$ cat src/rtl/drt_pkg.sv
// drt_pkg: shared types, codes and helpers of the dirty rectangle tracker.
// No dependencies.
package drt_pkg;

  localparam int RECT_SLOTS_DEF = 16;
  localparam int CW             = 20;  // internal signed coordinate width
  localparam int AREA_W         = 16;
  localparam int CANVAS_W       = 15;
  localparam int OUT_W          = 15;
  localparam int IDX_OUT_W      = 4;
  localparam int CFG_IDX_W      = 2;

  localparam logic [1:0] OP_CLEAR  = 2'd0;
  localparam logic [1:0] OP_ADD    = 2'd1;
  localparam logic [1:0] OP_FINISH = 2'd2;

  localparam logic [CFG_IDX_W-1:0] CFG_CANVAS_WIDTH  = 2'd0;
  localparam logic [CFG_IDX_W-1:0] CFG_CANVAS_HEIGHT = 2'd1;
  localparam logic [CFG_IDX_W-1:0] CFG_KEEP_LIST     = 2'd2;

  localparam logic [CANVAS_W-1:0] CANVAS_RESET = 15'd1024;

  typedef struct packed {
    logic signed [CW-1:0] x;
    logic signed [CW-1:0] y;
    logic signed [CW-1:0] w;
    logic signed [CW-1:0] h;
  } rect_t;

  localparam int RECT_BITS = $bits(rect_t);

  typedef struct packed {
    logic load_in;
    logic clear;
    logic box_add;
    logic box_clamp;
    logic idx_clr;
    logic idx_inc;
    logic merge_wr;
    logic append_wr;
    logic clamp_wr;
    logic poison_set;
    logic list_drop;
    logic count_zero;
    logic out_box;
    logic out_rect;
    logic out_last;
  } drt_cmd_t;

  typedef struct packed {
    logic [1:0] op;
    logic area_ok;
    logic box_valid;
    logic poisoned;
    logic keep;
    logic list_empty;
    logic full;
    logic at_end;
    logic overlap;
    logic clamp_ok;
    logic last_rect;
    logic out_last;
  } drt_sts_t;

  // Clip a rectangle to the canvas, left/top first, then right/bottom.
  function automatic rect_t clamp_rect(input rect_t r, input logic signed [CW-1:0] cw,
                                       input logic signed [CW-1:0] ch);
    rect_t c;
    c = r;
    if (c.x < 0) begin
      c.w = c.w + c.x;
      c.x = '0;
    end
    if (c.y < 0) begin
      c.h = c.h + c.y;
      c.y = '0;
    end
    if (c.x + c.w > cw) c.w = cw - c.x;
    if (c.y + c.h > ch) c.h = ch - c.y;
    return c;
  endfunction

endpackage

$ cat src/rtl/drt_ctrl.sv
// drt_ctrl: sequencer of the dirty rectangle tracker.
// Depends on drt_pkg; drives drt_dp through command/status structs.
module drt_ctrl import drt_pkg::*; (
  input  logic     clk,
  input  logic     rst,
  input  logic     in_valid,
  output logic     in_ready,
  output logic     out_valid,
  input  logic     out_ready,
  input  drt_sts_t sts,
  output drt_cmd_t cmd
);
  localparam logic [3:0] S_IDLE     = 4'd0;
  localparam logic [3:0] S_DEC      = 4'd1;
  localparam logic [3:0] S_SCAN_RD  = 4'd2;
  localparam logic [3:0] S_SCAN_CHK = 4'd3;
  localparam logic [3:0] S_FIN_CHK  = 4'd4;
  localparam logic [3:0] S_CL_RD    = 4'd5;
  localparam logic [3:0] S_CL_CHK   = 4'd6;
  localparam logic [3:0] S_OUT_BOX  = 4'd7;
  localparam logic [3:0] S_EM_RD    = 4'd8;
  localparam logic [3:0] S_EM_LD    = 4'd9;
  localparam logic [3:0] S_OUT_RECT = 4'd10;

  logic [3:0] state, state_next;

  assign in_ready  = (state == S_IDLE);
  assign out_valid = (state == S_OUT_BOX) || (state == S_OUT_RECT);

  always_comb begin
    cmd        = '0;
    state_next = state;
    case (state)
      S_IDLE: begin
        if (in_valid) begin
          cmd.load_in = 1'b1;
          state_next  = S_DEC;
        end
      end
      S_DEC: begin
        state_next = S_IDLE;
        case (sts.op)
          OP_CLEAR: cmd.clear = 1'b1;
          OP_ADD: begin
            if (sts.area_ok) begin
              cmd.box_add = 1'b1;
              if (!sts.poisoned) begin
                cmd.idx_clr = 1'b1;
                state_next  = S_SCAN_RD;
              end
            end
          end
          OP_FINISH: begin
            if (!sts.box_valid) begin
              cmd.out_box  = 1'b1;
              cmd.out_last = 1'b1;
              state_next   = S_OUT_BOX;
            end else begin
              cmd.box_clamp = 1'b1;
              state_next    = S_FIN_CHK;
            end
          end
          default: state_next = S_IDLE;
        endcase
      end
      S_SCAN_RD: begin
        if (sts.at_end) begin
          if (sts.full) cmd.poison_set = 1'b1;
          else cmd.append_wr = 1'b1;
          state_next = S_IDLE;
        end else begin
          state_next = S_SCAN_CHK;
        end
      end
      S_SCAN_CHK: begin
        if (sts.overlap) begin
          cmd.merge_wr = 1'b1;
          state_next   = S_IDLE;
        end else begin
          cmd.idx_inc = 1'b1;
          state_next  = S_SCAN_RD;
        end
      end
      S_FIN_CHK: begin
        if (!sts.box_valid || sts.poisoned || sts.list_empty || !sts.keep) begin
          cmd.list_drop = 1'b1;
          cmd.out_box   = 1'b1;
          cmd.out_last  = 1'b1;
          state_next    = S_OUT_BOX;
        end else begin
          cmd.idx_clr = 1'b1;
          state_next  = S_CL_RD;
        end
      end
      S_CL_RD: begin
        if (sts.at_end) begin
          cmd.out_box = 1'b1;
          cmd.idx_clr = 1'b1;
          state_next  = S_OUT_BOX;
        end else begin
          state_next = S_CL_CHK;
        end
      end
      S_CL_CHK: begin
        cmd.clamp_wr = 1'b1;
        if (!sts.clamp_ok) begin
          cmd.count_zero = 1'b1;
          cmd.out_box    = 1'b1;
          cmd.out_last   = 1'b1;
          state_next     = S_OUT_BOX;
        end else begin
          cmd.idx_inc = 1'b1;
          state_next  = S_CL_RD;
        end
      end
      S_OUT_BOX: begin
        if (out_ready) state_next = sts.out_last ? S_IDLE : S_EM_RD;
      end
      S_EM_RD: state_next = S_EM_LD;
      S_EM_LD: begin
        cmd.out_rect = 1'b1;
        cmd.out_last = sts.last_rect;
        state_next   = S_OUT_RECT;
      end
      S_OUT_RECT: begin
        if (out_ready) begin
          if (sts.out_last) begin
            state_next = S_IDLE;
          end else begin
            cmd.idx_inc = 1'b1;
            state_next  = S_EM_RD;
          end
        end
      end
      default: state_next = S_IDLE;
    endcase
  end

  always_ff @(posedge clk) begin
    if (rst) state <= S_IDLE;
    else state <= state_next;
  end
endmodule

$ cat config.mk
export PLATFORM = sky130hd
export DESIGN_NAME = drt_ctrl
export DESIGN_NICKNAME = d
export VERILOG_FILES = /design/src/rtl/drt_pkg.sv /design/src/rtl/drt_ctrl.sv
export SDC_FILE = /design/constraint.sdc
export NUM_CORES = 1
export LEC_CHECK = 0
export ABC_AREA = 1
export BUFFER_PORTS_ARGS = -buffer_cell sky130_fd_sc_hd__buf_2
export CELL_PAD_IN_SITES_DETAIL_PLACEMENT = 1
export CELL_PAD_IN_SITES_GLOBAL_PLACEMENT = 1
export CORE_UTILIZATION = 27
export DETAILED_ROUTE_END_ITERATION = 12
export GPL_ROUTABILITY_DRIVEN = 0
export GPL_TIMING_DRIVEN = 0
export HOLD_SLACK_MARGIN = 0.15
export PLACE_DENSITY_LB_ADDON = 0.1
export SETUP_SLACK_MARGIN = 0.05
export SLEW_MARGIN = 20
export SYNTH_ARGS = -nofsm -noshare
export SYNTH_HDL_FRONTEND = slang
export SYNTH_SLANG_ARGS = --single-unit
export TNS_END_PERCENT = 20
$ cat constraint.sdc
create_clock -name clk -period 1.65 [get_ports clk]
set_clock_uncertainty 0.1 [all_clocks]
set_input_delay 0.2475 -clock clk [delete_from_list [all_inputs] [get_ports clk]]
set_output_delay 0.2475 -clock clk [all_outputs]
set_load 0.1 [all_outputs]
After elaboration in Yosys (flattened, before gate mapping)
Index checks and enable logic that the tools add are counted.
- bits in registers: 4
- input port bits: 17
- output and inout bits: 17
- logic and storage cells: 76
- eq/ne operators: 14
- muxes and demuxes: 51
- reduce and logical (&&, ||, !) cells: 10
- operators with widths (cell ; count):
    $pmux 4 s10 ; 1
    $mux 1 ; 33
    $eq 4x3->1 const B ; 4
    $mux 4 ; 4
    $mux 2 ; 7
    $eq 4x4->1 const B ; 3
    $eq 4x2->1 const B ; 2
    $pmux 1 s4 ; 2
    $pmux 4 s2 ; 1
    $pmux 1 s3 ; 2
    $eq 4x1->1 const B ; 1
    $logic_not 4->1 ; 1
    $logic_or 1x1->1 ; 4
    $mux 3 ; 1
    $eq 2x1->1 const B ; 1
    $eq 2x2->1 const B ; 1
    $logic_not 1->1 ; 2
    $logic_not 2->1 ; 1
    $ne 2x1->1 const B ; 1
    $ne 2x2->1 const B ; 1
    $reduce_and 2->1 ; 1
    $reduce_or 2->1 ; 1

Logic depth before layout (Yosys ltp)
- depth in word-level cells: 6
- depth in mapped cells: 10
- mapped depth without buffers: 10

Least setup slack after synthesis
Ideal clock, no wire load.
- path type: register to output
- start point: register state[1]
- end point: output cmd[9] (netlist bit)
- data arrival time: 4171 ps
- data required time: 1302 ps
- path slack: -2869 ps
- cell stages (with the launch flop): 5
- buffers on the path: 0
- cells stage by stage: dfxtp_1 > inv_2 > nor2_1 > nand2_2 > o311ai_0
- RTL lines (element ; RTL line ; source):
    start, declared ; drt_ctrl.sv:25 ; logic [3:0] state, state_next;
    start signal, assigned ; drt_ctrl.sv:141 ; else state <= state_next;
    end, declared ; drt_ctrl.sv:11 ; output drt_cmd_t cmd

==> results.cfg <==
[status]
status = finished, violations left
violations = setup timing

[floorplanning]
start_util_pct = 29.9
io_pins = 34
die-area_um2 = 2480
num_rows = 16
die_h_um = 49.8
die_w_um = 49.8
core_um2 = 2060

[timing]
hold_violations = 0
grt_setup_unrepaired = true
period_share_pct = 108
finalSetupViolations = 10
slew_headroom_pct = 81.2
fmax_mhz = 561
slew_violations = 0
worst_pin_slew_ns = 0.284
post-route-min-period_ns = 1.78
final.setup.worst_slack_ns = -0.131

[logic_synthesis]
yosysWarnings = 0
syn_area_um2 = 617
syn_inst = 113
avgSynthCellArea_um2 = 5.46
yosysSeqAreaShare_pct = 13.0
yosysUniqueCellTypes = 17
synth_nets = 134
synth_seq_cells = 4

[worst_setup_path]
start_kind = flop
worstPathMaxFanout = 5
crit_type = flop to primary output
worstPathArrival_ns = 1.43
crit_path_end_kind = primary output
worst_r2r_path_depth = 10
worst_ep_required_time_ns = 1.30

[drt]
vias = 942
drt-initial-drc-count = 3
wl_um = 3280
first_pass_iters = 4
drtAntennaViolNets = 0
wl_per_cell_um = 17.5
drt-vias-per-instance = 5.04
route.detailed.drc = 0

[layout]
fin_area_um2 = 1360
fillCellCount = 246
fin_nets = 182
largest_reg_flops = 4
fin_cells = 187
drive_gt1_share_pct = 62.5
area.growth.synth_to_final_pct = 120
antenna_cells = 0
reg_top3 = state (4)
largest-register = state

[placed_design]
place_area_um2 = 916
dpl_worst_slack_ns = -0.224
dp_cells = 173
portBuffers = 33
dp_hpwl_um = 1590

[clock_network]
numCtsBuffers = 3
cts_tree = yes
cts_root_buf = clkbuf_4
clkSlewWorstSetupHoldPaths_ns = 0.04
cts.htree.levels = 1
clk_latency_ns = 0.23
clockBufferDepth = 2
clock-sinks = 4

[global_routing]
antenna_found_initial = 0
grtUsageTotal_pct = 22.2
grt_pass1_wl_um = 4200
grt-ovfl-total = 0
grt_pass1_vias = 940
grt_max_degree = 7

[power_and_ir_drop]
combPwrFrac_pct = 82.9
peakVddDrop_mv = 1.38
p_sw_share_pct = 61.3
internal-power_mw = 0.797
p_sw_mw = 1.26
p_seq_share_pct = 10.7
p_total_mw = 2.06
powerDensity_nw_per_um2 = 1520
p_clk_share_pct = 6.3
power.leakage_nw = 0.717

[flow_run]
maxCapViolations = 0

[min_path]
worstHoldPathType = input port to flop
hold-path-cell-count = 6
## cells in the mapped netlist
master | number | area share (%)
inv_1 | 21 | 13
inv_2 | 4 | 2.4
nand2_4 | 3 | 5.5
nand2_1 | 30 | 18
ha_1 | 4 | 8.1
o311ai_0 | 2 | 2.8
a21oi_2 | 2 | 2.8
a22oi_1 | 1 | 1.2
nand3_1 | 8 | 6.5
a21oi_1 | 2 | 1.6
nand2_2 | 4 | 4.1
nor3_1 | 2 | 1.6
nor2_2 | 5 | 5.1
nand3_2 | 1 | 1.6
nor2_1 | 19 | 12
dfxtp_1 | 4 | 13
nand4_1 | 1 | 1.0
## stage by stage
stage          hold WS, ns  utilization (%)  setup TNS [ns]
6_report             0.307             65.8          -0.942
5_1_grt              0.318             65.8           -1.70
4_1_cts              0.299             61.8          -0.330
3_5_place_dp         0.352             44.4          -0.900
3_3_place_gp         0.354             44.4          -0.813
2_1_floorplan        0.201                -           -3.96
## power groups by stage
stage	combinational [mW]	sequential [mW]	clock, mW
2_1_floorplan	0.973	0.172	0
3_3_place_gp	1.14	0.183	0
3_5_place_dp	1.15	0.184	0
4_1_cts	1.55	0.218	0.136
5_1_grt	1.78	0.224	0.147
6_report	1.71	0.221	0.131
## kinds of logic (layout without fill, tap and decap cells)
logic type	Yosys count	count (layout)	share of synthesized area, %
buffers and inverters	25	72	15.2
AND/OR/NAND/NOR	73	73	55.2
AO/OA/AOI/OAI	7	7	8.52
flip-flops	4	4	13.0
adder cells (fa/ha/maj)	4	4	8.11
## worst max-delay path, stage by stage, from the launching register on
cell and delay (ns):
dfxtp_4 0.38, inv_4 0.09, nand2_4 0.09, nor2_2 0.15
nand2_2 0.11, nand4_1 0.16, buf_8 0.22
## cells in the final DEF, fill, tap and decap left out
master         count
nand3_2            4
dfxtp_4            4
dlygate4sd3_1      1
buf_6              2
nor2_1             8
nand2_2            9
clkbuf_1           1
inv_4              2
a21oi_2            2
inv_8              1
ha_1               4
clkbuf_4           3
nand4_1            1
buf_4             11
buf_8              1
a22oi_1            1
nor2_4            12
nand2_4            8
nor2_2             4
inv_6              1
nand3_1            5
inv_2              4
buf_12            12
inv_1             17
buf_2             16
nand2_1           20
o311ai_4           2
a21oi_1            2
nor3_2             2
## per-layer routing
metal | global-route usage (%) | wire [um] | up-vias
li1 | - | - | 440
met1 | 23.3 | 1250 | 455
met2 | 45.5 | 1830 | 37
met3 | 3.70 | 92 | 10
met4 | 2.86 | 99 | 0
met5 | 0 | 0 | -
## layout make-up
class	count	area, um^2	area share (%)
Inverter	25	111	8.20
Tap cell	27	33.8	2.49
Clock buffer	4	26.3	1.94
Timing Repair Buffer	43	450	33.2
Multi-Input combinational cell	84	641	47.2
Sequential cell	4	95.1	7.00
## final timing paths
check	slack, ns	startpoint	to
worst max register to register	0.12	state[1]$_SDFFE_PP0P_	state[0]$_SDFFE_PP0P_
worst min register to register	0.46	state[3]$_SDFFE_PP0P_	state[3]$_SDFFE_PP0P_
worst min-delay path	0.31	in_valid	state[3]$_SDFFE_PP0P_
worst max-delay path	-0.13	state[3]$_SDFFE_PP0P_	cmd[0]
## repair_timing
action / CTS / global route
cloned: 0 / 0
hold buffers: 1 / 0
setup endpoints to repair: 17 / 17
hold endpoints to repair: 3 / 0
pin swaps: 7 / 11
resized for setup: 82 / 14
setup buffers: 4 / 5
No activity file was read; power rests on OpenSTA's default activity.
