[src/rtl/drt_pkg.sv]
// drt_pkg: shared types, codes and helpers of the dirty rectangle tracker.
// No dependencies.
package drt_pkg;

  localparam int RECT_SLOTS_DEF = 16;
  localparam int CW             = 20;  // internal signed coordinate width
  localparam int AREA_W         = 16;
  localparam int CANVAS_W       = 15;
  localparam int OUT_W          = 15;
  localparam int IDX_OUT_W      = 4;
  localparam int CFG_IDX_W      = 2;

  localparam logic [1:0] OP_CLEAR  = 2'd0;
  localparam logic [1:0] OP_ADD    = 2'd1;
  localparam logic [1:0] OP_FINISH = 2'd2;

  localparam logic [CFG_IDX_W-1:0] CFG_CANVAS_WIDTH  = 2'd0;
  localparam logic [CFG_IDX_W-1:0] CFG_CANVAS_HEIGHT = 2'd1;
  localparam logic [CFG_IDX_W-1:0] CFG_KEEP_LIST     = 2'd2;

  localparam logic [CANVAS_W-1:0] CANVAS_RESET = 15'd1024;

  typedef struct packed {
    logic signed [CW-1:0] x;
    logic signed [CW-1:0] y;
    logic signed [CW-1:0] w;
    logic signed [CW-1:0] h;
  } rect_t;

  localparam int RECT_BITS = $bits(rect_t);

  typedef struct packed {
    logic load_in;
    logic clear;
    logic box_add;
    logic box_clamp;
    logic idx_clr;
    logic idx_inc;
    logic merge_wr;
    logic append_wr;
    logic clamp_wr;
    logic poison_set;
    logic list_drop;
    logic count_zero;
    logic out_box;
    logic out_rect;
    logic out_last;
  } drt_cmd_t;

  typedef struct packed {
    logic [1:0] op;
    logic area_ok;
    logic box_valid;
    logic poisoned;
    logic keep;
    logic list_empty;
    logic full;
    logic at_end;
    logic overlap;
    logic clamp_ok;
    logic last_rect;
    logic out_last;
  } drt_sts_t;

  // Clip a rectangle to the canvas, left/top first, then right/bottom.
  function automatic rect_t clamp_rect(input rect_t r, input logic signed [CW-1:0] cw,
                                       input logic signed [CW-1:0] ch);
    rect_t c;
    c = r;
    if (c.x < 0) begin
      c.w = c.w + c.x;
      c.x = '0;
    end
    if (c.y < 0) begin
      c.h = c.h + c.y;
      c.y = '0;
    end
    if (c.x + c.w > cw) c.w = cw - c.x;
    if (c.y + c.h > ch) c.h = ch - c.y;
    return c;
  endfunction

endpackage

[src/rtl/drt_ram.sv]
// drt_ram: generic single write, single registered read port RAM.
// No dependencies.
module drt_ram #(
  parameter int WIDTH = 8,
  parameter int DEPTH = 16,
  parameter int AW    = (DEPTH > 1) ? $clog2(DEPTH) : 1
) (
  input  logic             clk,
  input  logic             we,
  input  logic [AW-1:0]    waddr,
  input  logic [WIDTH-1:0] wdata,
  input  logic [AW-1:0]    raddr,
  output logic [WIDTH-1:0] rdata
);
  logic [WIDTH-1:0] mem [DEPTH];

  always_ff @(posedge clk) begin
    if (we) mem[waddr] <= wdata;
    rdata <= mem[raddr];
  end
endmodule

[src/rtl/drt_dp.sv]
// drt_dp: box registers, rectangle list storage, clamp and merge arithmetic.
// Depends on drt_pkg and drt_ram.
module drt_dp import drt_pkg::*; #(
  parameter int RECT_SLOTS = RECT_SLOTS_DEF
) (
  input  logic                     clk,
  input  logic                     rst,
  input  drt_cmd_t                 cmd,
  output drt_sts_t                 sts,
  input  logic [1:0]               in_op,
  input  logic signed [AREA_W-1:0] in_x,
  input  logic signed [AREA_W-1:0] in_y,
  input  logic signed [AREA_W-1:0] in_w,
  input  logic signed [AREA_W-1:0] in_h,
  input  logic [CANVAS_W-1:0]      canvas_width,
  input  logic [CANVAS_W-1:0]      canvas_height,
  input  logic                     keep_list,
  output logic                     res_kind,
  output logic                     res_present,
  output logic [OUT_W-1:0]         res_x,
  output logic [OUT_W-1:0]         res_y,
  output logic [OUT_W-1:0]         res_w,
  output logic [OUT_W-1:0]         res_h,
  output logic [IDX_OUT_W-1:0]     res_index,
  output logic                     res_last
);
  localparam int AW   = (RECT_SLOTS > 1) ? $clog2(RECT_SLOTS) : 1;
  localparam int CNTW = $clog2(RECT_SLOTS + 1);

  logic [1:0]    op;
  rect_t         area;
  rect_t         box;
  logic          box_valid;
  logic [CNTW-1:0] count, idx;
  logic          poisoned;

  logic signed [CW-1:0] cw_s, ch_s;
  rect_t         rd, merged, rd_clamped, box_union, box_clamped, wr_data;
  logic signed [CW-1:0] ax1, ay1, rx1, ry1, bx1, by1, ux1, uy1;
  logic          box_keep, we;
  logic [AW-1:0] waddr;

  assign cw_s = signed'({{(CW-CANVAS_W){1'b0}}, canvas_width});
  assign ch_s = signed'({{(CW-CANVAS_W){1'b0}}, canvas_height});

  // Bounding box growth.
  assign ax1 = area.x + area.w;
  assign ay1 = area.y + area.h;
  assign bx1 = box.x + box.w;
  assign by1 = box.y + box.h;
  always_comb begin
    box_union   = box;
    box_union.x = (area.x < box.x) ? area.x : box.x;
    box_union.y = (area.y < box.y) ? area.y : box.y;
    ux1         = (ax1 > bx1) ? ax1 : bx1;
    uy1         = (ay1 > by1) ? ay1 : by1;
    box_union.w = ux1 - box_union.x;
    box_union.h = uy1 - box_union.y;
  end

  assign box_clamped = clamp_rect(box, cw_s, ch_s);
  assign box_keep    = (box_clamped.w > 0) && (box_clamped.h > 0) &&
                       !((box_clamped.w >= cw_s) && (box_clamped.h >= ch_s));

  // Stored rectangle: overlap, merge and clamp.
  assign rx1 = rd.x + rd.w;
  assign ry1 = rd.y + rd.h;
  always_comb begin
    merged   = rd;
    merged.x = (area.x < rd.x) ? area.x : rd.x;
    merged.y = (area.y < rd.y) ? area.y : rd.y;
    merged.w = ((ax1 > rx1) ? ax1 : rx1) - merged.x;
    merged.h = ((ay1 > ry1) ? ay1 : ry1) - merged.y;
  end
  assign rd_clamped = clamp_rect(rd, cw_s, ch_s);

  assign we      = cmd.merge_wr || cmd.append_wr || cmd.clamp_wr;
  assign waddr   = cmd.append_wr ? count[AW-1:0] : idx[AW-1:0];
  assign wr_data = cmd.append_wr ? area : (cmd.merge_wr ? merged : rd_clamped);

  drt_ram #(.WIDTH(RECT_BITS), .DEPTH(RECT_SLOTS), .AW(AW)) u_list (
    .clk   (clk),
    .we    (we),
    .waddr (waddr),
    .wdata (wr_data),
    .raddr (idx[AW-1:0]),
    .rdata (rd)
  );

  always_ff @(posedge clk) begin
    if (cmd.load_in) begin
      op     <= in_op;
      area.x <= CW'(in_x);
      area.y <= CW'(in_y);
      area.w <= CW'(in_w);
      area.h <= CW'(in_h);
    end
    if (cmd.box_add) box <= box_valid ? box_union : area;
    else if (cmd.box_clamp) box <= box_clamped;
  end

  always_ff @(posedge clk) begin
    if (rst) begin
      box_valid <= 1'b0;
      count     <= '0;
      poisoned  <= 1'b0;
      idx       <= '0;
    end else begin
      if (cmd.clear) begin
        box_valid <= 1'b0;
        count     <= '0;
        poisoned  <= 1'b0;
      end
      if (cmd.box_add) box_valid <= 1'b1;
      if (cmd.box_clamp) box_valid <= box_keep;
      if (cmd.append_wr) count <= count + CNTW'(1);
      if (cmd.poison_set) poisoned <= 1'b1;
      if (cmd.list_drop) begin
        count    <= '0;
        poisoned <= 1'b0;
      end
      if (cmd.count_zero) count <= '0;
      if (cmd.idx_clr) idx <= '0;
      else if (cmd.idx_inc) idx <= idx + CNTW'(1);
    end
  end

  // Result register.
  always_ff @(posedge clk) begin
    if (cmd.out_box) begin
      res_kind    <= 1'b0;
      res_present <= box_valid;
      res_x       <= box_valid ? box.x[OUT_W-1:0] : '0;
      res_y       <= box_valid ? box.y[OUT_W-1:0] : '0;
      res_w       <= box_valid ? box.w[OUT_W-1:0] : '0;
      res_h       <= box_valid ? box.h[OUT_W-1:0] : '0;
      res_index   <= '0;
      res_last    <= cmd.out_last;
    end else if (cmd.out_rect) begin
      res_kind    <= 1'b1;
      res_present <= 1'b1;
      res_x       <= rd.x[OUT_W-1:0];
      res_y       <= rd.y[OUT_W-1:0];
      res_w       <= rd.w[OUT_W-1:0];
      res_h       <= rd.h[OUT_W-1:0];
      res_index   <= IDX_OUT_W'(idx);
      res_last    <= cmd.out_last;
    end
  end

  assign sts.op         = op;
  assign sts.area_ok    = (area.w > 0) && (area.h > 0);
  assign sts.box_valid  = box_valid;
  assign sts.poisoned   = poisoned;
  assign sts.keep       = keep_list;
  assign sts.list_empty = (count == '0);
  assign sts.full       = (count == CNTW'(RECT_SLOTS));
  assign sts.at_end     = (idx == count);
  assign sts.overlap    = (area.x < rx1) && (ax1 > rd.x) && (area.y < ry1) && (ay1 > rd.y);
  assign sts.clamp_ok   = (rd_clamped.w > 0) && (rd_clamped.h > 0);
  assign sts.last_rect  = ((idx + CNTW'(1)) == count);
  assign sts.out_last   = res_last;
endmodule

[config.mk]
export PLATFORM = sky130hd
export DESIGN_NAME = drt_dp
export DESIGN_NICKNAME = d
export VERILOG_FILES = /design/src/rtl/drt_pkg.sv /design/src/rtl/drt_ram.sv /design/src/rtl/drt_dp.sv
export SDC_FILE = /design/constraint.sdc
export NUM_CORES = 2
export LEC_CHECK = 0
export BUFFER_PORTS_ARGS = -buffer_cell sky130_fd_sc_hd__buf_2
export CAP_MARGIN = 20
export CORE_ASPECT_RATIO = 1.1
export CORE_UTILIZATION = 29
export DETAILED_ROUTE_END_ITERATION = 10
export SKIP_LAST_GASP = 1
export SYNTH_ARGS = -nofsm -noshare
export SYNTH_HDL_FRONTEND = slang
export SYNTH_SLANG_ARGS = --single-unit
[constraint.sdc]
create_clock -name clk -period 24.3 [get_ports clk]
set_clock_uncertainty 0.05 [all_clocks]
set_input_delay 1.215 -clock clk [delete_from_list [all_inputs] [get_ports clk]]
set_output_delay 1.215 -clock clk [all_outputs]
set_load 0.01 [all_outputs]
After elaboration in Yosys (flattened, before gate mapping)
Memory sizes are Yosys's and may differ from the RTL's. A register that Yosys moved wholly into a read port is not among the register bits.
Index checks and enable logic that the tools add are counted.
{"block": "word_totals", "mem_bits_rw": 1280, "in_bits": 114, "word_cells": 143, "reg_bits": 225, "out_inout_bits": 80, "n_memories": 1, "rom_bits": 0, "latchBits": 0}
{"memory": "u_list.mem", "words": 16, "width": 80, "read_ports": 1, "rd_ports_with_merged_regs": 1, "wr": 1, "line_no": "drt_ram.sv:15", "source": "logic [WIDTH-1:0] mem [DEPTH];"}
{"block": "classes", "n_bitwise": 0, "eq_ne": 3, "n_mul": 0, "add_sub_neg": 20, "n_shift": 0, "div_mod_pow": 0, "mux": 50, "magnitude_cmp": 28, "reduce_logical": 20}
{"cell": "$mux W20", "n": 20}
{"cell": "$mux W80", "n": 5}
{"cell": "$mux W15", "n": 12}
{"cell": "$add A20 B20 Y20", "n": 8}
{"cell": "$gt A17 B20 Y1", "n": 6}
{"cell": "$lt A16 B20 Y1", "n": 6}
{"cell": "$gt A20 B1 Y1 const B", "n": 4}
{"cell": "$gt A20 B16 Y1", "n": 4}
{"cell": "$lt A20 B1 Y1 const B", "n": 4}
{"cell": "$sub A16 B20 Y20", "n": 4}
{"cell": "$sub A20 B20 Y20", "n": 4}
{"cell": "$ge A20 B16 Y1", "n": 2}
{"cell": "$add A16 B16 Y17", "n": 2}
{"cell": "$gt A16 B1 Y1 const B", "n": 2}
{"cell": "$add A5 B1 Y5 const B", "n": 2}
{"cell": "$eq A5 B5 Y1", "n": 2}
{"cell": "$mux W1", "n": 10}
{"cell": "$mux W5", "n": 2}
{"cell": "$logic_and A1 B1 Y1", "n": 8}
{"cell": "$reduce_bool A2 Y1", "n": 4}
{"cell": "$eq A5 B5 Y1 const B", "n": 1}
{"cell": "$logic_not A5 Y1", "n": 1}
{"cell": "$mux W4", "n": 1}
{"cell": "$reduce_or A2 Y1", "n": 2}
{"cell": "other kinds (4)", "n": 5}

Logic depth before layout (Yosys ltp)
{"block": "logic_depth", "word_depth": 10, "mapped_depth": 41, "mapped_depth_nobuf": 40}

Hierarchy
From an unflattened synthesis, not the netlist that was laid out.
{"block": "unflattened", "cells_unflattened": 6764, "area_unflattened_um2": 86758.2}
{"module": "drt_ram", "instances": 1, "cells_each": 2054, "seq_area_each_um2": 40038.4, "area_each_um2": 49422.4}
{"module": "drt_dp", "instances": 1, "cells_each": 4710, "seq_area_each_um2": 6586.3, "area_each_um2": 37335.8}

Worst setup path before layout
OpenSTA, ideal clock, no wires.
{"block": "synth_path", "path_type": "register -> register", "start": "register area[41] in the netlist's numbering", "end": "memory u_list.mem[0][18] in the netlist's numbering (data pin)", "required_time_ps": 23956, "synth_period_minus_slack_ps": 8348, "setup_ps": 294, "arrival_time_ps": 8004, "slack_ps": 15952, "path_stages_with_launch": 39, "path_buffers": 2, "cell_sequence": "edfxtp_1 -> ha_1 -> a21o_1 -> a21oi_1 -> o21bai_1 -> a21oi_1 -> nor2b_1 -> o21a_1 -> o31a_1 -> o21ai_0 -> o2111ai_1 -> a21oi_1 -> xnor2_1 -> ha_1 -> nand4_1 -> or2_2 -> or3_1 -> a21oi_1 -> (+3 left out) -> clkbuf_1 -> clkbuf_1 -> mux2i_1 -> ha_1 -> inv_1 -> fa_1 -> a21o_1 -> a21oi_1 -> nor2b_1 -> o21a_1 -> o41ai_1 -> o21ai_0 -> o211a_1 -> a41o_1 -> o41ai_1 -> xnor2_1 -> nand2_1 -> o211ai_1"}
{"block": "synth_between", "elab_chain_len": 6, "word_cells_on_any_way": 8, "cone_classes": "add/sub: 2; order compare: 2; mux: 4"}
{"element": "from (decl)", "line_no": "drt_dp.sv:31", "source": "rect_t area;"}
{"element": "$add A16 B16 Y17", "line_no": "drt_dp.sv:48", "source": "assign ay1 = area.y + area.h;"}
{"element": "$gt A17 B20 Y1", "line_no": "drt_dp.sv:73", "source": "merged.h = ((ay1 > ry1) ? ay1 : ry1) - merged.y;"}
{"element": "$mux W20", "line_no": "drt_dp.sv:73"}
{"element": "$sub A20 B20 Y20 *", "line_no": "drt_dp.sv:73"}
{"element": "$mux W80 * (2 in series)", "line_no": "drt_dp.sv:79", "source": "assign wr_data = cmd.append_wr ? area : (cmd.merge_wr ? merged : rd_clamped);"}
{"element": "named net u_list.wdata[18]", "line_no": "drt_ram.sv:11", "source": "input logic [WIDTH-1:0] wdata,"}
{"element": "to (decl)", "line_no": "drt_ram.sv:15"}
The timed path passes the listed nets; every way through them passes the cells marked *.

Worst setup path after layout
{"block": "layout_path", "start": "register box[20] in the netlist's numbering", "end": "register box_valid"}
{"block": "layout_between", "elab_chain_len": 10, "word_cells_on_any_way": 12, "cone_classes": "add/sub: 2; order compare: 3; mux: 3; reduce/logical: 4"}
{"element": "from (decl)", "line_no": "drt_dp.sv:32", "source": "rect_t box;"}
{"element": "from (signal assigned)", "line_no": "drt_dp.sv:98", "source": "if (cmd.box_add) box <= box_valid ? box_union : area;"}
{"element": "from (signal assigned)", "line_no": "drt_dp.sv:99", "source": "else if (cmd.box_clamp) box <= box_clamped;"}
{"element": "$add A20 B20 Y20", "line_no": "drt_pkg.sv:71", "source": "c.w = c.w + c.x;"}
{"element": "$mux W20 *", "line_no": "drt_pkg.sv:70", "source": "if (c.x < 0) begin"}
{"element": "$add A20 B20 Y20", "line_no": "drt_pkg.sv:78", "source": "if (c.x + c.w > cw) c.w = cw - c.x;"}
{"element": "$gt A20 B16 Y1", "line_no": "drt_pkg.sv:78"}
{"element": "$mux W20 *", "line_no": "drt_pkg.sv:78"}
{"element": "$ge A20 B16 Y1", "line_no": "drt_dp.sv:63", "source": "!((box_clamped.w >= cw_s) && (box_clamped.h >= ch_s));"}
{"element": "$logic_and A1 B1 Y1", "line_no": "drt_dp.sv:63"}
{"element": "$logic_not A1 Y1", "line_no": "drt_dp.sv:63"}
{"element": "$logic_and A1 B1 Y1 *", "line_no": "drt_dp.sv:62", "source": "assign box_keep = (box_clamped.w > 0) && (box_clamped.h > 0) &&"}
{"element": "$mux W1 *", "line_no": "drt_dp.sv:115", "source": "if (cmd.box_clamp) box_valid <= box_keep;"}
{"element": "to (signal assigned)", "line_no": "drt_dp.sv:115"}
{"element": "to (decl)", "line_no": "drt_dp.sv:33", "source": "logic box_valid;"}
Mark *: on every way between the ends. The rest lies on a longest branch, timed or not.
A chain may end at the register's enable or synchronous reset.

==> flow_metrics.py <==
metrics = {
    "status": {
        "status": "finished, final reports clean",
    },
    "route": {
        "via_per_inst": 5.35,
        "ant_nets": 0,
        "wl_mm": 278,
        "wl_per_cell_um": 25.6,
        "firstDrtPassIters": 6,
        "drt_iter0_drc": 5329,
        "vias": 58000,
        "drc": 0,
    },
    "power_and_ir_drop": {
        "power.total_uw": 13800,
        "p_per_area_nw_per_um2": 141,
        "leakage_uw": 0.0357,
        "internal-power_uw": 7920,
        "combPwrFrac_pct": 55.2,
        "ir_drop_mv": 0.0830,
        "switching_power_uw": 5840,
        "power_frac_clock_pct": 17.6,
        "p_sw_share_pct": 42.4,
        "p_seq_share_pct": 27.2,
    },
    "finish": {
        "drive_gt1_share_pct": 16.1,
        "area_delta_synth_final_pct": 13.3,
        "nNetsFinal": 7588,
        "final_cell_count_no_fill": 10800,
    },
    "floorplanning": {
        "die_w_um": 522,
        "fp.dieH_um": 574,
        "coreArea_sq_um": 295000,
        "rows": 209,
        "initial_core_util_pct": 29.2,
        "io_pins": 194,
        "die_area_sq_um": 300000,
    },
    "timing": {
        "setup_violations": 0,
        "hold_viol_final": 0,
        "period_share_pct": 40.8,
        "tightest_slew_ns": 1.17,
        "min_period_ns": 9.92,
        "slew_headroom_pct": 20.7,
        "drv_slew": 0,
        "rsz0062_at_grt": "false",
        "fmax_mhz": 101,
        "fin_setup_tns_ns": 0,
    },
    "synth": {
        "ys_top_cells_by_count": "edfxtp_1 (1488), ha_1 (646), nand2_1 (426)",
        "async_reset_ff_share_pct": 0,
        "synthesis.area_sq_um": 86300,
        "synth-main-ff-cell": "edfxtp_1",
        "yosysMostFrequentCell": "edfxtp_1",
        "synth_area_leaders": "edfxtp_1 (52%), mux4_2 (10%), ha_1 (9.4%)",
        "syn_area_per_cell_sq_um": 13.2,
        "synth_cell_types": 90,
        "synth_nets": 7299,
        "ys_warn_count": 0,
        "yosysSeqAreaShare_pct": 54.0,
        "synth_top_area_cell": "edfxtp_1",
        "synth_top_area_share_pct": 51.8,
        "syn_inst": 6521,
        "yosys_register_bits": 1585,
        "synth_edf_count": 1488,
    },
    "clock_tree": {
        "cts-resized-gates": 0,
        "cts_max_level": 4,
        "root_buffer": "clkbuf_16",
        "clock-sinks": 1585,
        "tritoncts": "yes",
        "clk_latency_ns": 0.82,
        "hold_buffers": 0,
        "clockBufferDepth": 4,
        "clk_pin_slew_ns": 0.06,
        "cts_buffers": 156,
        "cts_setup_buffers": 0,
    },
    "setup_path": {
        "path_class": "flip-flop to flip-flop",
        "cp-end-kind": "flip-flop",
        "r2r_start": "box[20]",
        "max_stage_delay_ns": 0.61,
        "cp-startpoint": "box[20]",
        "critPathArrivalTime_ns": 10.60,
        "crit_slowest_cell": "o211ai_1",
        "critPathLaunchType": "flip-flop",
        "worst_ep_required_time_ns": 24.97,
        "crit_fanout": 33,
        "cp_common_cell": "a21o_1",
    },
    "placement": {
        "portBuffers": 191,
        "placedCellCount": 10500,
        "gp_congestion": 0.941,
        "hpwl_mm": 200,
    },
    "global_routing": {
        "antenna_found_initial": 16,
        "overflow": 0,
        "grt_use_total_pct": 18.1,
        "grt_pass1_wl_mm": 399,
        "first_global_vias": 57900,
        "grt_max_degree": 68,
    },
    "flow_run": {
        "maxCapViolCount": 0,
    },
    "worst_hold_path": {
        "holdCritPathClass": "flip-flop to flip-flop",
        "worstHoldStart": "res_kind",
    },
}
-- per-layer routing --
| metal | share of wire, % | track usage [%] |
|---|---|---|
| met5 | 0.025 | 0 |
| met4 | 4.7 | 7.89 |
| met3 | 5.7 | 1.91 |
| met2 | 48 | 30.5 |
| met1 | 42 | 23.4 |
-- worst max-delay path, delay by kind of cell, from the launching register on --
kind                     cells  cell delay [ns]
multiplexers                 1             0.41
XOR/XNOR                     1             0.38
adder cells (fa/ha/maj)      5             1.51
AO/OA/AOI/OAI               21             5.46
buffers and inverters        1             0.37
AND/OR/NAND/NOR              7             1.17
flip-flops                   1             0.48
-- per-stage QoR --
stage	cell area [sq um]	utilization, %	hold slack [ns]	setup slack (ns)
finish	97800	33.1	0.412	14.38
global route	97800	33.1	0.463	13.93
CTS	97700	33.1	0.416	14.52
detailed placement	92700	31.4	0.399	14.60
global placement	92700	31.4	0.389	14.62
floorplan	86300	-	0.439	15.95
-- cells by family after synthesis --
logic type | Yosys count | synth area share, %
flops | 1585 | 54.0
compound gates | 1422 | 10.3
simple gates | 1345 | 7.38
fa+ha+maj | 664 | 9.78
mux | 618 | 13.0
buf+inv | 606 | 2.68
xor+xnor | 281 | 2.85
-- cells in the final DEF (no fill, tap or decap), types with 44 or more instances in the layout --
| master | count |
|---|---|
| a211oi_1 | 44 |
| a21o_1 | 153 |
| a21oi_1 | 393 |
| a31oi_1 | 57 |
| buf_2 | 188 |
| buf_4 | 177 |
| clkbuf_16 | 159 |
| dfxtp_1 | 91 |
| edfxtp_1 | 1488 |
| ha_1 | 646 |
| inv_1 | 365 |
| mux2_2 | 56 |
| mux2i_1 | 162 |
| mux4_2 | 400 |
| nand2_1 | 426 |
| nand2b_1 | 58 |
| nand3_1 | 106 |
| nand4_1 | 60 |
| nor2_1 | 314 |
| nor2b_1 | 72 |
| nor3_1 | 99 |
| o211ai_1 | 51 |
| o21a_1 | 72 |
| o21ai_0 | 400 |
| xnor2_1 | 194 |
| xor2_1 | 87 |
-- area by class of cell --
type | instances | area (sq um)
fill | 28800 | 198000
sequential | 1585 | 46600
multi-input combinational | 4330 | 37600
tap | 3903 | 4880
clock buffer | 200 | 4180
timing repair buffer | 368 | 2310
inverter | 369 | 1390
clock inverter | 73 | 795
antenna | 4 | 10.0
-- path summary, 6_finish.rpt --
path | endpoint | slack, ns | cells past startpoint
max | box_valid | 14.38 | 36
min | res_kind | 0.41 | 2
max reg2reg | box_valid | 14.38 | 36
min reg2reg | res_kind | 0.41 | 2
-- power groups by stage --
stage	clock network, uW	logic, uW	registers (uW)
detailed placement	0	7400	3800
global placement	0	7280	3790
global route	2570	8300	3750
floorplan	0	5280	3740
finish	2430	7600	3740
CTS	2480	7440	3740
-- flip-flops by register name, indices dropped and copies added, names as in the netlist, 4 cells and up --
signal	flops
area	64
box	80
count	5
idx	5
res_h	15
res_index	4
res_w	15
res_x	15
res_y	15
u_list.mem	1280
u_list.rdata	80
Note: power is estimated with default switching activity, not from simulation.
